==> config.mk <==
export PLATFORM = sky130hd
export DESIGN_NAME = lru_page_replacement_flat
export DESIGN_NICKNAME = d
export VERILOG_FILES = /design/src/lpr_pkg.sv /design/src/lpr_if.sv /design/src/lpr_ram.sv /design/src/lru_page_replacement.sv /design/src/flat_wrapper.sv
export SDC_FILE = /design/constraint.sdc
export NUM_CORES = 1
export LEC_CHECK = 0
export ABC_AREA = 0
export ABC_CLOCK_PERIOD_IN_PS = 7420
export BUFFER_PORTS_ARGS = -buffer_cell sky130_fd_sc_hd__buf_2
export CORE_MARGIN = 10
export CORE_UTILIZATION = 45
export CTS_CLUSTER_SIZE = 24
export DETAILED_ROUTE_END_ITERATION = 6
export GPL_TIMING_DRIVEN = 0
export PLACE_DENSITY = 0.64
export SLEW_MARGIN = 20
export SYNTH_ARGS = -nofsm -noshare
export SYNTH_HDL_FRONTEND = slang
export SYNTH_SLANG_ARGS = --single-unit
==> constraint.sdc <==
create_clock -name clk_i -period 7.42 [get_ports clk_i]
set_input_delay 0.371 -clock clk_i [delete_from_list [all_inputs] [get_ports clk_i]]
set_output_delay 0.371 -clock clk_i [all_outputs]
set_load 0.03 [all_outputs]
==> src/lpr_pkg.sv <==
// shared types and constants for the lru page replacement block
`timescale 1ns / 1ps

package lpr_pkg;

  // fixed widths of the channel fields
  localparam int unsigned PAGE_FIELD_W = 16;
  localparam int unsigned CFG_W        = 5;
  localparam int unsigned COUNT_W      = 32;

  // frame limit after reset
  localparam logic [CFG_W-1:0] LIMIT_RESET = 5'd16;

  // saturation value of the request and fault counts
  localparam logic [COUNT_W-1:0] COUNT_MAX = {COUNT_W{1'b1}};

  // result outcome codes
  typedef enum logic [1:0] {
    OUT_HIT   = 2'd0,
    OUT_FILL  = 2'd1,
    OUT_EVICT = 2'd2,
    OUT_ZERO  = 2'd3
  } outcome_e;

endpackage

==> src/lpr_if.sv <==
// valid/ready channel interfaces for page requests, results and configuration
`timescale 1ns / 1ps

interface lpr_page_if;
  logic                                valid;
  logic                                ready;
  logic [lpr_pkg::PAGE_FIELD_W-1:0]    page_number;

  modport source (output valid, output page_number, input ready);
  modport sink   (input valid, input page_number, output ready);
endinterface

interface lpr_result_if;
  logic                                valid;
  logic                                ready;
  logic [1:0]                          outcome;
  logic [lpr_pkg::PAGE_FIELD_W-1:0]    evicted_page;
  logic [lpr_pkg::COUNT_W-1:0]         request_count;
  logic [lpr_pkg::COUNT_W-1:0]         fault_count;

  modport source (output valid, output outcome, output evicted_page,
                  output request_count, output fault_count, input ready);
  modport sink   (input valid, input outcome, input evicted_page,
                  input request_count, input fault_count, output ready);
endinterface

interface lpr_cfg_if;
  logic                                valid;
  logic                                ready;
  logic [lpr_pkg::CFG_W-1:0]           frames_in_use;

  modport source (output valid, output frames_in_use, input ready);
  modport sink   (input valid, input frames_in_use, output ready);
endinterface

==> src/lpr_ram.sv <==
// generic single write port ram with registered read
`timescale 1ns / 1ps

module lpr_ram #(
  parameter int unsigned WIDTH = 16,
  parameter int unsigned DEPTH = 16
) (
  input  logic                                     clk_i,
  input  logic                                     we_i,
  input  logic [(DEPTH > 1 ? $clog2(DEPTH) : 1)-1:0] waddr_i,
  input  logic [WIDTH-1:0]                         wdata_i,
  input  logic [(DEPTH > 1 ? $clog2(DEPTH) : 1)-1:0] raddr_i,
  output logic [WIDTH-1:0]                         rdata_o
);

  logic [WIDTH-1:0] mem_q [DEPTH];

  // write port
  always_ff @(posedge clk_i) begin
    if (we_i) begin
      mem_q[waddr_i] <= wdata_i;
    end
  end

  // registered read port
  always_ff @(posedge clk_i) begin
    rdata_o <= mem_q[raddr_i];
  end

endmodule

==> src/lru_page_replacement.sv <==
// lru page replacement table: recency-ordered page list in a ram, walked per request
//
//  channel   | dir | beat carries                                   | accepted when
//  ----------+-----+------------------------------------------------+----------------------
//  page_in   | in  | page_number                                    | valid && ready
//  res_out   | out | outcome, evicted_page, request_count, fault_cnt | valid && ready
//  cfg_in    | in  | frames_in_use                                  | valid && ready
//
//  one request at a time; the ram holds slot 0 as least recent, slot filled-1 as most recent
//  page zero: no ram walk; hit at slot p: scan to p, shift the slots above p down, page on top
//  fill: scan all, write slot filled; eviction: scan all, shift slots 1.. down, page on top
//  reset clears fill count and counts and sets the limit to 16; no ram clearing pass is needed
//  a finished result waits in the output register while the next request is taken
`timescale 1ns / 1ps

module lru_page_replacement #(
  parameter int unsigned FRAMES    = 16,
  parameter int unsigned PAGE_BITS = 16
) (
  input  logic         clk_i,
  input  logic         rst_ni,
  lpr_page_if.sink     page_in,
  lpr_result_if.source res_out,
  lpr_cfg_if.sink      cfg_in
);

  localparam int unsigned IDX_W  = (FRAMES > 1) ? $clog2(FRAMES) : 1;
  localparam int unsigned FILL_W = $clog2(FRAMES + 1);
  localparam int unsigned LIM_W  = (FILL_W > lpr_pkg::CFG_W) ? FILL_W : lpr_pkg::CFG_W;
  localparam int unsigned CNT_W  = lpr_pkg::COUNT_W;

  typedef enum logic [2:0] {
    ST_IDLE,
    ST_SCAN,
    ST_MISS,
    ST_SHIFT,
    ST_FINISH
  } state_e;

  state_e                        state_q;
  logic [PAGE_BITS-1:0]          page_q;
  logic [PAGE_BITS-1:0]          first_q;
  logic [PAGE_BITS-1:0]          evict_q;
  logic [IDX_W-1:0]              idx_q;
  logic [FILL_W-1:0]             filled_q;
  logic [lpr_pkg::COUNT_W-1:0]   req_q;
  logic [lpr_pkg::COUNT_W-1:0]   fault_q;
  logic [lpr_pkg::CFG_W-1:0]     limit_cfg_q;
  lpr_pkg::outcome_e             outcome_q;

  logic                          out_valid_q;
  logic [1:0]                    out_outcome_q;
  logic [lpr_pkg::PAGE_FIELD_W-1:0] out_evict_q;
  logic [lpr_pkg::COUNT_W-1:0]   out_req_q;
  logic [lpr_pkg::COUNT_W-1:0]   out_fault_q;

  logic                          ram_we;
  logic [IDX_W-1:0]              ram_waddr;
  logic [PAGE_BITS-1:0]          ram_wdata;
  logic [IDX_W-1:0]              ram_raddr;
  logic [PAGE_BITS-1:0]          ram_rdata;

  logic [31:0]                   page_wide;
  logic [PAGE_BITS-1:0]          page_in_masked;
  logic [31:0]                   evict_wide;
  logic [LIM_W-1:0]              cfg_ext;
  logic [LIM_W-1:0]              limit;
  logic [LIM_W-1:0]              fill_ext;
  logic [FILL_W-1:0]             fill_m1;
  logic [IDX_W-1:0]              last_idx;
  logic                          has_free;
  logic                          in_beat;
  logic                          out_free;

  // field width adaption
  assign page_wide      = 32'(page_in.page_number);
  assign page_in_masked = page_wide[PAGE_BITS-1:0];
  assign evict_wide     = 32'(evict_q);

  // effective frame limit, clamped to 1..FRAMES
  assign cfg_ext  = LIM_W'(limit_cfg_q);
  assign limit    = (cfg_ext == '0) ? LIM_W'(1) :
                    ((cfg_ext > LIM_W'(FRAMES)) ? LIM_W'(FRAMES) : cfg_ext);
  assign fill_ext = LIM_W'(filled_q);
  assign has_free = (fill_ext < limit);
  assign fill_m1  = filled_q - FILL_W'(1);
  assign last_idx = fill_m1[IDX_W-1:0];

  // handshakes
  assign page_in.ready = (state_q == ST_IDLE);
  assign in_beat       = page_in.valid && page_in.ready;
  assign out_free      = !out_valid_q || res_out.ready;
  assign cfg_in.ready  = 1'b1;

  assign res_out.valid         = out_valid_q;
  assign res_out.outcome       = out_outcome_q;
  assign res_out.evicted_page  = out_evict_q;
  assign res_out.request_count = out_req_q;
  assign res_out.fault_count   = out_fault_q;

  // ram access per state
  always_comb begin
    ram_we    = 1'b0;
    ram_waddr = idx_q;
    ram_wdata = page_q;
    ram_raddr = '0;
    unique case (state_q)
      ST_IDLE: begin
        ram_raddr = '0;
      end
      ST_SCAN: begin
        ram_raddr = idx_q + IDX_W'(1);
      end
      ST_MISS: begin
        if (has_free) begin
          ram_we    = 1'b1;
          ram_waddr = filled_q[IDX_W-1:0];
        end else begin
          ram_raddr = IDX_W'(1);
        end
      end
      ST_SHIFT: begin
        ram_we = 1'b1;
        if (idx_q != last_idx) begin
          ram_wdata = ram_rdata;
          ram_raddr = idx_q + IDX_W'(2);
        end
      end
      ST_FINISH: begin
        ram_raddr = '0;
      end
      default: begin
        ram_raddr = '0;
      end
    endcase
  end

  lpr_ram #(
    .WIDTH (PAGE_BITS),
    .DEPTH (FRAMES)
  ) u_frames (
    .clk_i   (clk_i),
    .we_i    (ram_we),
    .waddr_i (ram_waddr),
    .wdata_i (ram_wdata),
    .raddr_i (ram_raddr),
    .rdata_o (ram_rdata)
  );

  // request sequencer, counts and output register
  always_ff @(posedge clk_i or negedge rst_ni) begin
    if (!rst_ni) begin
      state_q       <= ST_IDLE;
      page_q        <= '0;
      first_q       <= '0;
      evict_q       <= '0;
      idx_q         <= '0;
      filled_q      <= '0;
      req_q         <= '0;
      fault_q       <= '0;
      limit_cfg_q   <= lpr_pkg::LIMIT_RESET;
      outcome_q     <= lpr_pkg::OUT_ZERO;
      out_valid_q   <= 1'b0;
      out_outcome_q <= '0;
      out_evict_q   <= '0;
      out_req_q     <= '0;
      out_fault_q   <= '0;
    end else begin
      if (cfg_in.valid && cfg_in.ready) begin
        limit_cfg_q <= cfg_in.frames_in_use;
      end
      // result beat taken; in finish the output register is reloaded below
      if (out_valid_q && res_out.ready && (state_q != ST_FINISH)) begin
        out_valid_q <= 1'b0;
      end
      unique case (state_q)
        ST_IDLE: begin
          if (in_beat) begin
            page_q <= page_in_masked;
            if (page_in_masked == '0) begin
              outcome_q <= lpr_pkg::OUT_ZERO;
              evict_q   <= '0;
              state_q   <= ST_FINISH;
            end else begin
              if (req_q != lpr_pkg::COUNT_MAX) begin
                req_q <= req_q + CNT_W'(1);
              end
              idx_q <= '0;
              state_q <= (filled_q == '0) ? ST_MISS : ST_SCAN;
            end
          end
        end
        ST_SCAN: begin
          // compare the slot read last cycle
          if (idx_q == '0) begin
            first_q <= ram_rdata;
          end
          if (ram_rdata == page_q) begin
            outcome_q <= lpr_pkg::OUT_HIT;
            evict_q   <= '0;
            state_q   <= ST_SHIFT;
          end else if (idx_q == last_idx) begin
            state_q <= ST_MISS;
          end else begin
            idx_q <= idx_q + IDX_W'(1);
          end
        end
        ST_MISS: begin
          if (fault_q != lpr_pkg::COUNT_MAX) begin
            fault_q <= fault_q + CNT_W'(1);
          end
          if (has_free) begin
            filled_q  <= filled_q + FILL_W'(1);
            outcome_q <= lpr_pkg::OUT_FILL;
            evict_q   <= '0;
            state_q   <= ST_FINISH;
          end else begin
            outcome_q <= lpr_pkg::OUT_EVICT;
            evict_q   <= first_q;
            idx_q     <= '0;
            state_q   <= ST_SHIFT;
          end
        end
        ST_SHIFT: begin
          // move newer slots down, then place the page as most recent
          if (idx_q == last_idx) begin
            state_q <= ST_FINISH;
          end else begin
            idx_q <= idx_q + IDX_W'(1);
          end
        end
        ST_FINISH: begin
          if (out_free) begin
            out_valid_q   <= 1'b1;
            out_outcome_q <= outcome_q;
            out_evict_q   <= evict_wide[lpr_pkg::PAGE_FIELD_W-1:0];
            out_req_q     <= req_q;
            out_fault_q   <= fault_q;
            state_q       <= ST_IDLE;
          end
        end
        default: begin
          state_q <= ST_IDLE;
        end
      endcase
    end
  end

endmodule

==> src/flat_wrapper.sv <==
// flat-port wrapper written by rule: the top's interface ports become plain ports
module lru_page_replacement_flat 
#(
  parameter int unsigned FRAMES    = 16,
  parameter int unsigned PAGE_BITS = 16
)
  (clk_i, rst_ni, page_in_valid, page_in_page_number, page_in_ready, res_out_valid, res_out_outcome, res_out_evicted_page, res_out_request_count, res_out_fault_count, res_out_ready, cfg_in_valid, cfg_in_frames_in_use, cfg_in_ready);
  lpr_page_if page_in_i ();
  lpr_result_if res_out_i ();
  lpr_cfg_if cfg_in_i ();
  input  logic clk_i;
  input  logic rst_ni;
  input wire logic [$bits(page_in_i.valid)-1:0] page_in_valid;
  input wire logic [$bits(page_in_i.page_number)-1:0] page_in_page_number;
  output wire logic [$bits(page_in_i.ready)-1:0] page_in_ready;
  output wire logic [$bits(res_out_i.valid)-1:0] res_out_valid;
  output wire logic [$bits(res_out_i.outcome)-1:0] res_out_outcome;
  output wire logic [$bits(res_out_i.evicted_page)-1:0] res_out_evicted_page;
  output wire logic [$bits(res_out_i.request_count)-1:0] res_out_request_count;
  output wire logic [$bits(res_out_i.fault_count)-1:0] res_out_fault_count;
  input wire logic [$bits(res_out_i.ready)-1:0] res_out_ready;
  input wire logic [$bits(cfg_in_i.valid)-1:0] cfg_in_valid;
  input wire logic [$bits(cfg_in_i.frames_in_use)-1:0] cfg_in_frames_in_use;
  output wire logic [$bits(cfg_in_i.ready)-1:0] cfg_in_ready;
  assign page_in_i.valid = page_in_valid;
  assign page_in_i.page_number = page_in_page_number;
  assign page_in_ready = page_in_i.ready;
  assign res_out_valid = res_out_i.valid;
  assign res_out_outcome = res_out_i.outcome;
  assign res_out_evicted_page = res_out_i.evicted_page;
  assign res_out_request_count = res_out_i.request_count;
  assign res_out_fault_count = res_out_i.fault_count;
  assign res_out_i.ready = res_out_ready;
  assign cfg_in_i.valid = cfg_in_valid;
  assign cfg_in_i.frames_in_use = cfg_in_frames_in_use;
  assign cfg_in_ready = cfg_in_i.ready;
  lru_page_replacement #(.FRAMES(FRAMES), .PAGE_BITS(PAGE_BITS)) u_core (.clk_i(clk_i), .rst_ni(rst_ni), .page_in(page_in_i), .res_out(res_out_i), .cfg_in(cfg_in_i));
endmodule
==> impl_metrics.env, run 1 <==
export IMPL_synth_compound_area_share_pct=4.241
export IMPL_grt_pass1_wl_um=65850
export IMPL_leakage_uw=0.009550
export IMPL_core_sq_um=43270
export IMPL_cts_resized=0
export IMPL_ys_warn_count=0
export IMPL_worstMarginPinSlew_ps=866.1
export IMPL_synth_cell_types=66
export IMPL_synth_fa_ha_area_share_pct=0.7585
export IMPL_cpPeakStageDelay_ps=580
export IMPL_drc=0
export IMPL_ys_top_cells_by_area="edfxtp_1 39%, dfrtp_1 27%, mux4_2 6.9%"
export IMPL_routed_wl_met3_um=1826
export IMPL_ys_ff_latch=486
export IMPL_final_cells=2084
export IMPL_worstHoldPathCells=2
export IMPL_place_area_sq_um=21330
export IMPL_syn_to_final_growth_pct=16.28
export IMPL_synth_simple_area_share_pct=6.884
export IMPL_cp_required_ps=7700
export IMPL_grt_max_degree=93
export IMPL_post_cts_buffers=0
export IMPL_period_needed_ps=3974
export IMPL_via_per_inst=5.231
export IMPL_synthXorXnorAreaFrac_pct=3.906
export IMPL_synth_fp_nets=1321
export IMPL_drt_first_pass_iters=5
export IMPL_clock_root_buffer="clkbuf_16"
export IMPL_hold_class="input port to flip-flop"
export IMPL_io_buffers=109
export IMPL_num_rows=76
export IMPL_dieArea_sq_um=52780
export IMPL_stdcell_area_sq_um=23020
export IMPL_tns_ps=0
export IMPL_clk_pin_slew_ps=60
export IMPL_antennaDiodeCount=0
export IMPL_synth_mux_area_share_pct=13.93
export IMPL_synth_area_sq_um=19790
export IMPL_synth_edf_count=256
export IMPL_wl_um=41560
export IMPL_grt_usage_pct=15.80
export IMPL_highest_layer="met5"
export IMPL_hold_viol=0
export IMPL_path_class="flip-flop to flip-flop"
export IMPL_synth_top_family_by_area="multiplexers"
export IMPL_layout_commonest_cell="edfxtp_1"
export IMPL_clk_path_buf_depth=3
export IMPL_finalSetupViolCount=0
export IMPL_wl_met2_um=20400
export IMPL_period_share_pct=53.56
export IMPL_synthArstFlopShare_pct=44.03
export IMPL_status="finished, final reports clean"
export IMPL_synthFlopType="edfxtp_1"
export IMPL_max_freq_mhz=251.6
export IMPL_ff2ff_path_depth=11
export IMPL_start_util_pct=45.75
export IMPL_powerDensity_nw_per_um2=403.0
export IMPL_ant_nets=0
export IMPL_drive_gt1_share_pct=28.62
export IMPL_drt_iter0_drc=841
export IMPL_postCtsHoldBufs=3
export IMPL_placedCellCount=1991
export IMPL_end_kind="flip-flop"
export IMPL_clock_sinks=486
export IMPL_synth_seq_area_share_pct=67.53
export IMPL_dpl_hpwl_um=29670
export IMPL_holdWs_ps=28.11
export IMPL_peakVddDrop_uv=208.8
export IMPL_crit_chain="inv_1, ha_1, a21oi_1, o21ai_0, a21oi_1, nor2b_1, clkbuf_1, buf_1, a22oi_1, nor2_2, buf_6"
export IMPL_overflow=0
export IMPL_routabilityCongestion=0.8007
export IMPL_final_cell_mix="256 x edfxtp_1, 211 x dfrtp_1, 122 x buf_2"
export IMPL_yosys_area_top_type="edfxtp_1"
export IMPL_met1_length_um=18530
export IMPL_antenna_found_initial=1
export IMPL_cts_tree="yes"
export IMPL_die_h_um=229.7
export IMPL_cts_inserted_buffers=49
export IMPL_grt_pass1_vias=11380
export IMPL_num_nets_final=1498
export IMPL_wl_per_cell_um=19.94
export IMPL_grt_setup_unrepaired="no"
export IMPL_vias=10900
export IMPL_clk_latency_ps=590
export IMPL_synth_top_area_share_pct=38.84
export IMPL_ios=111
export IMPL_fin_skew_ps=29.75
export IMPL_htreeDepth=2
export IMPL_die_x_um=229.7
export IMPL_postSynthCellCount=1283
export IMPL_cp_slowest_cell="nor2_2"
export IMPL_cp_arrival_ps=4260
export IMPL_maxCapViolCount=0
export IMPL_worstPathMaxFanout=10
export IMPL_finalMaxSlewViolations=0
export IMPL_max_slew_margin_pct=42.20
export IMPL_cp_start_kind="flip-flop"
export IMPL_cp_common_cell="a21oi_1"
export IMPL_syn_avg_cell_area_sq_um=15.43
-- stage by stage --
stage               utilization (%)  worst slack (ps)  total power [uW]
floorplan                         -              4118              5889
global placement              48.70              2354              6743
detailed placement            49.31              3435              6855
CTS                           53.20              3412              9373
global route                  53.20              3100              9767
finish                        53.20              3446              9276
-- cells by family (layout without fill, tap and decap cells) --
logic type                 after synthesis  in the layout
buffers and inverters                  126            342
adders and majority gates               12             12
and+or+nand+nor                        282            282
AOI/OAI and AO/OA                      111            111
DFF                                    486            486
xor gates and xnor gates                85             85
other                                    1              1
muxes                                  180            180
-- where the power goes --
part / switching (uW) / total [uW] / internal (uW)
clock: 1020 / 2500 / 1480
sequential: 256 / 3840 / 3580
combinational: 1770 / 2940 / 1170
total: 3040 / 9280 / 6230
-- path summary, 6_finish.rpt --
kind / slack (ps) / from / to
max: 3450 / u_core.cfg_ext[4] / u_core.u_frames.mem_q[1][2]
min in group asynchronous: 310 / rst_ni / u_core.res_out.fault_count[12]
min reg2reg: 480 / u_core.req_q[15] / u_core.req_q[15]
min: 30 / cfg_in_valid / u_core.cfg_ext[4]
max in group asynchronous: 5970 / rst_ni / u_core.page_q[10]
max reg2reg: 3450 / u_core.cfg_ext[4] / u_core.u_frames.mem_q[1][2]
-- sequential cells by signal (all words and copies together), names as in the netlist, 5 cells and up --
| signal | cells |
|---|---|
| u_core.fault_q | 32 |
| u_core.evict_q | 16 |
| u_core.page_q | 16 |
| u_core.req_q | 32 |
| u_core.u_frames.mem_q | 256 |
| u_core.res_out.evicted_page | 16 |
| u_core.res_out.fault_count | 32 |
| u_core.fill_ext | 5 |
| u_core.first_q | 16 |
| u_core.u_frames.rdata_o | 16 |
| u_core.res_out.request_count | 32 |
| u_core.cfg_ext | 5 |
-- cell type report --
cell class / instances / area, sq um
timing repair buffer: 126 / 798.3
buffer: 48 / 249.0
clock buffer: 71 / 1389
sequential: 486 / 13370
fill: 3477 / 20250
tap: 585 / 732.0
clock inverter: 19 / 264.0
multi-input combinational: 671 / 5926
inverter: 78 / 292.8
-- critical path, delay by kind of cell (launching register included) --
family | cells | cell delay, ps
flip-flops | 1 | 530
buffers and inverters | 4 | 1160
AND/OR/NAND/NOR | 2 | 760
adder cells (fa/ha/maj) | 1 | 320
AO/OA/AOI/OAI | 4 | 890
-- synth_stat cells (20+ instances only) --
| library cell | n |
|---|---|
| inv_1 | 78 |
| clkbuf_1 | 20 |
| o21ai_0 | 22 |
| mux4_2 | 61 |
| edfxtp_1 | 256 |
| nand3_1 | 44 |
| and3_1 | 21 |
| xor2_1 | 37 |
| mux2_2 | 114 |
| nand2_1 | 102 |
| xnor2_1 | 45 |
| nor2_1 | 44 |
| dfrtp_1 | 211 |
-- layer usage --
| metal | global-route usage, % | vias up |
|---|---|---|
| met5 | 0 | - |
| met4 | 4.645 | 2 |
| met1 | 20.94 | 5500 |
| met3 | 2.696 | 61 |
| met2 | 26.31 | 241 |
| li1 | - | 5098 |
Power figures use the tool's default switching activity.
==> inputs of run 2 (changes only) <==
--- a/config.mk
+++ b/config.mk
@@ -6,7 +6,7 @@
 export NUM_CORES = 1
 export LEC_CHECK = 0
 export ABC_AREA = 0
-export ABC_CLOCK_PERIOD_IN_PS = 7420
+export ABC_CLOCK_PERIOD_IN_PS = 4050
 export BUFFER_PORTS_ARGS = -buffer_cell sky130_fd_sc_hd__buf_2
 export CORE_MARGIN = 10
 export CORE_UTILIZATION = 45
==> constraint.sdc (replaced) <==
create_clock -name clk_i -period 4.05 [get_ports clk_i]
set_input_delay 0.2025 -clock clk_i [delete_from_list [all_inputs] [get_ports clk_i]]
set_output_delay 0.2025 -clock clk_i [all_outputs]
set_load 0.03 [all_outputs]
==> run 2 against run 1 <==
Against the previous run:
- clock power grew 83%
- power grew 84%
- clock skew down 2.4 ps
- die area stayed put
- hold slack better by 96 ps
- combinational power rose by 85%
- sequential power increased by 83%
- setup slack worse by 3100 ps
- first-iteration DRC count increased by 4.5%
- critical path type unchanged
- largest cell class unchanged
==> impl_metrics.env, run 2 (synthesis results as in run 1) <==
export IMPL_cts_tree="yes"
export IMPL_nFillCells=3450
export IMPL_grt_pass1_wl_um=66530
export IMPL_hold_viol=0
export IMPL_worstHoldPathCells=5
export IMPL_finalSetupViolCount=0
export IMPL_seq_area_sq_um=13370
export IMPL_fin_skew_ps=27.35
export IMPL_powerDensity_nw_per_um2=731.4
export IMPL_holdPathEnd="u_core.state_q[2]"
export IMPL_hold_class="input port to flip-flop"
export IMPL_htreeDepth=2
export IMPL_multi_input_area_sq_um=5941
export IMPL_cts_inserted_buffers=49
export IMPL_layout_commonest_cell="edfxtp_1"
export IMPL_ff2ff_path_depth=11
export IMPL_r2r_start="u_core.cfg_ext[4]"
export IMPL_clock_sinks=486
export IMPL_drt_first_pass_iters=4
export IMPL_final_cell_mix="256 x edfxtp_1, 211 x dfrtp_1, 122 x buf_2"
export IMPL_finalMaxSlewViolations=0
export IMPL_overflow=0
export IMPL_max_freq_mhz=267.8
export IMPL_fin_ws_ps=315.7
export IMPL_largest_register="u_core.u_frames.mem_q"
export IMPL_post_cts_buffers=0
export IMPL_clk_pin_slew_ps=60
export IMPL_max_slew_margin_pct=42.23
export IMPL_worstPathMaxFanout=16
export IMPL_drc=0
export IMPL_final_cells=2111
export IMPL_largest_reg_flops=256
export IMPL_syn_to_final_growth_pct=17.69
export IMPL_cp_arrival_ps=3940
export IMPL_grt_setup_unrepaired="yes"
export IMPL_clk_path_buf_depth=3
export IMPL_clk_latency_ps=590
export IMPL_core_sq_um=43270
export IMPL_grt_usage_pct=15.95
export IMPL_worstMarginPinSlew_ps=864.9
export IMPL_wl_per_cell_um=19.90
export IMPL_antenna_found_initial=0
export IMPL_stdcell_area_sq_um=23300
export IMPL_pre_cts_slack_ps=65.14
export IMPL_period_needed_ps=3734
export IMPL_end_kind="flip-flop"
export IMPL_die_x_um=229.7
export IMPL_status="finished, final reports clean"
export IMPL_wl_um=42010
export IMPL_r2r_end="u_core.u_frames.mem_q[13][0]"
export IMPL_cp_required_ps=4250
export IMPL_clock_root_buffer="clkbuf_16"
export IMPL_die_h_um=229.7
export IMPL_min_from="page_in_valid"
export IMPL_leakage_uw=0.009662
export IMPL_path_class="flip-flop to flip-flop"
export IMPL_io_buffers=109
export IMPL_place_area_sq_um=21330
export IMPL_grt_max_degree=93
export IMPL_r2r_slack_ps=320
export IMPL_routabilityCongestion=0.8007
export IMPL_via_per_inst=5.219
export IMPL_start_util_pct=45.75
export IMPL_placedCellCount=1991
export IMPL_ant_nets=0
export IMPL_dieArea_sq_um=52780
export IMPL_maxCapViolCount=0
export IMPL_num_rows=76
export IMPL_drt_iter0_drc=879
export IMPL_dpl_hpwl_um=29670
export IMPL_ios=111
export IMPL_num_nets_final=1524
export IMPL_vias=11020
export IMPL_cp_start_kind="flip-flop"
export IMPL_peakVddDrop_uv=382.6
export IMPL_drive_gt1_share_pct=28.20
export IMPL_period_share_pct=92.21
export IMPL_final_util_pct=53.84
export IMPL_grt_pass1_vias=11500
[run 2: cell types whose count changed in the layout (fill, tap and decap cells not counted), sizes merged]
cell / before / now
dlygate4sd3: 3 / 29
clkbuf: 93 / 94
buf: 149 / 148
diode: 0 / 1
[run 2: worst max path at each step]
stage | start | end | slack (ps)
2_1_floorplan | u_core.cfg_ext[4] | u_core.u_frames.mem_q[13][0] | 750
3_3_place_gp | rst_ni | u_core.page_q[13] | -850
3_5_place_dp | u_core.cfg_ext[4] | u_core.u_frames.mem_q[1][8] | 70
4_1_cts | u_core.cfg_ext[4] | u_core.u_frames.mem_q[1][2] | 40
5_1_grt | u_core.cfg_ext[4] | u_core.u_frames.mem_q[13][0] | -20
6_report | u_core.cfg_ext[4] | u_core.u_frames.mem_q[13][0] | 320
[run 2: through the flow]
step | TNS [ps] | hold WS (ps) | total power (uW)
6_report | 0 | 123.7 | 17040
5_1_grt | -250.5 | 149.2 | 17930
4_1_cts | 0 | 83.03 | 17200
3_5_place_dp | 0 | 153.9 | 12560
3_3_place_gp | -236730 | 422.2 | 12350
2_1_floorplan | 0 | -93.09 | 10790
[run 2: per-layer routing]
layer | global-route usage [%] | part of all wire (%) | up-vias
met5 | 0 | 0 | -
met4 | 4.645 | 1.9 | 0
met3 | 2.635 | 4.4 | 59
met2 | 26.69 | 49 | 236
met1 | 21.11 | 45 | 5569
li1 | - | - | 5153
[run 2: critical path, cell delays in order, from the launching register on]
cell,delay (ps)
dfstp_2,530
inv_1,80
ha_1,310
a21oi_1,140
o21ai_0,80
a21oi_1,310
nor2b_1,180
clkbuf_1,350
clkbuf_2,340
nand3_1,110
o21a_1,210
nor2_2,700
[run 2: repair_timing]
item / CTS / global route
hold buffers: 29 / 0
setup endpoints to repair: 0 / 118
endpoints found under the hold margin: 75 / 0
resized for setup: 0 / 4
[run 2: area by class of cell]
type / instances / share of cell area, %
flip-flops and latches: 486 / 57.38
multi-input cells: 671 / 25.50
clock buffers: 71 / 5.962
repair buffers: 152 / 4.544
well taps: 585 / 3.142
inverters: 78 / 1.257
clock inverters: 19 / 1.133
plain buffers: 48 / 1.074
diodes: 1 / 0.01074
[run 2: report_power, final]
group | internal (uW) | total [uW] | leakage, uW | switching (uW)
logic | 2170 | 5430 | 0.00358 | 3260
registers | 6560 | 7040 | 0.00528 | 473
clock network | 2710 | 4580 | 0.000801 | 1860
total | 11400 | 17000 | 0.00966 | 5600
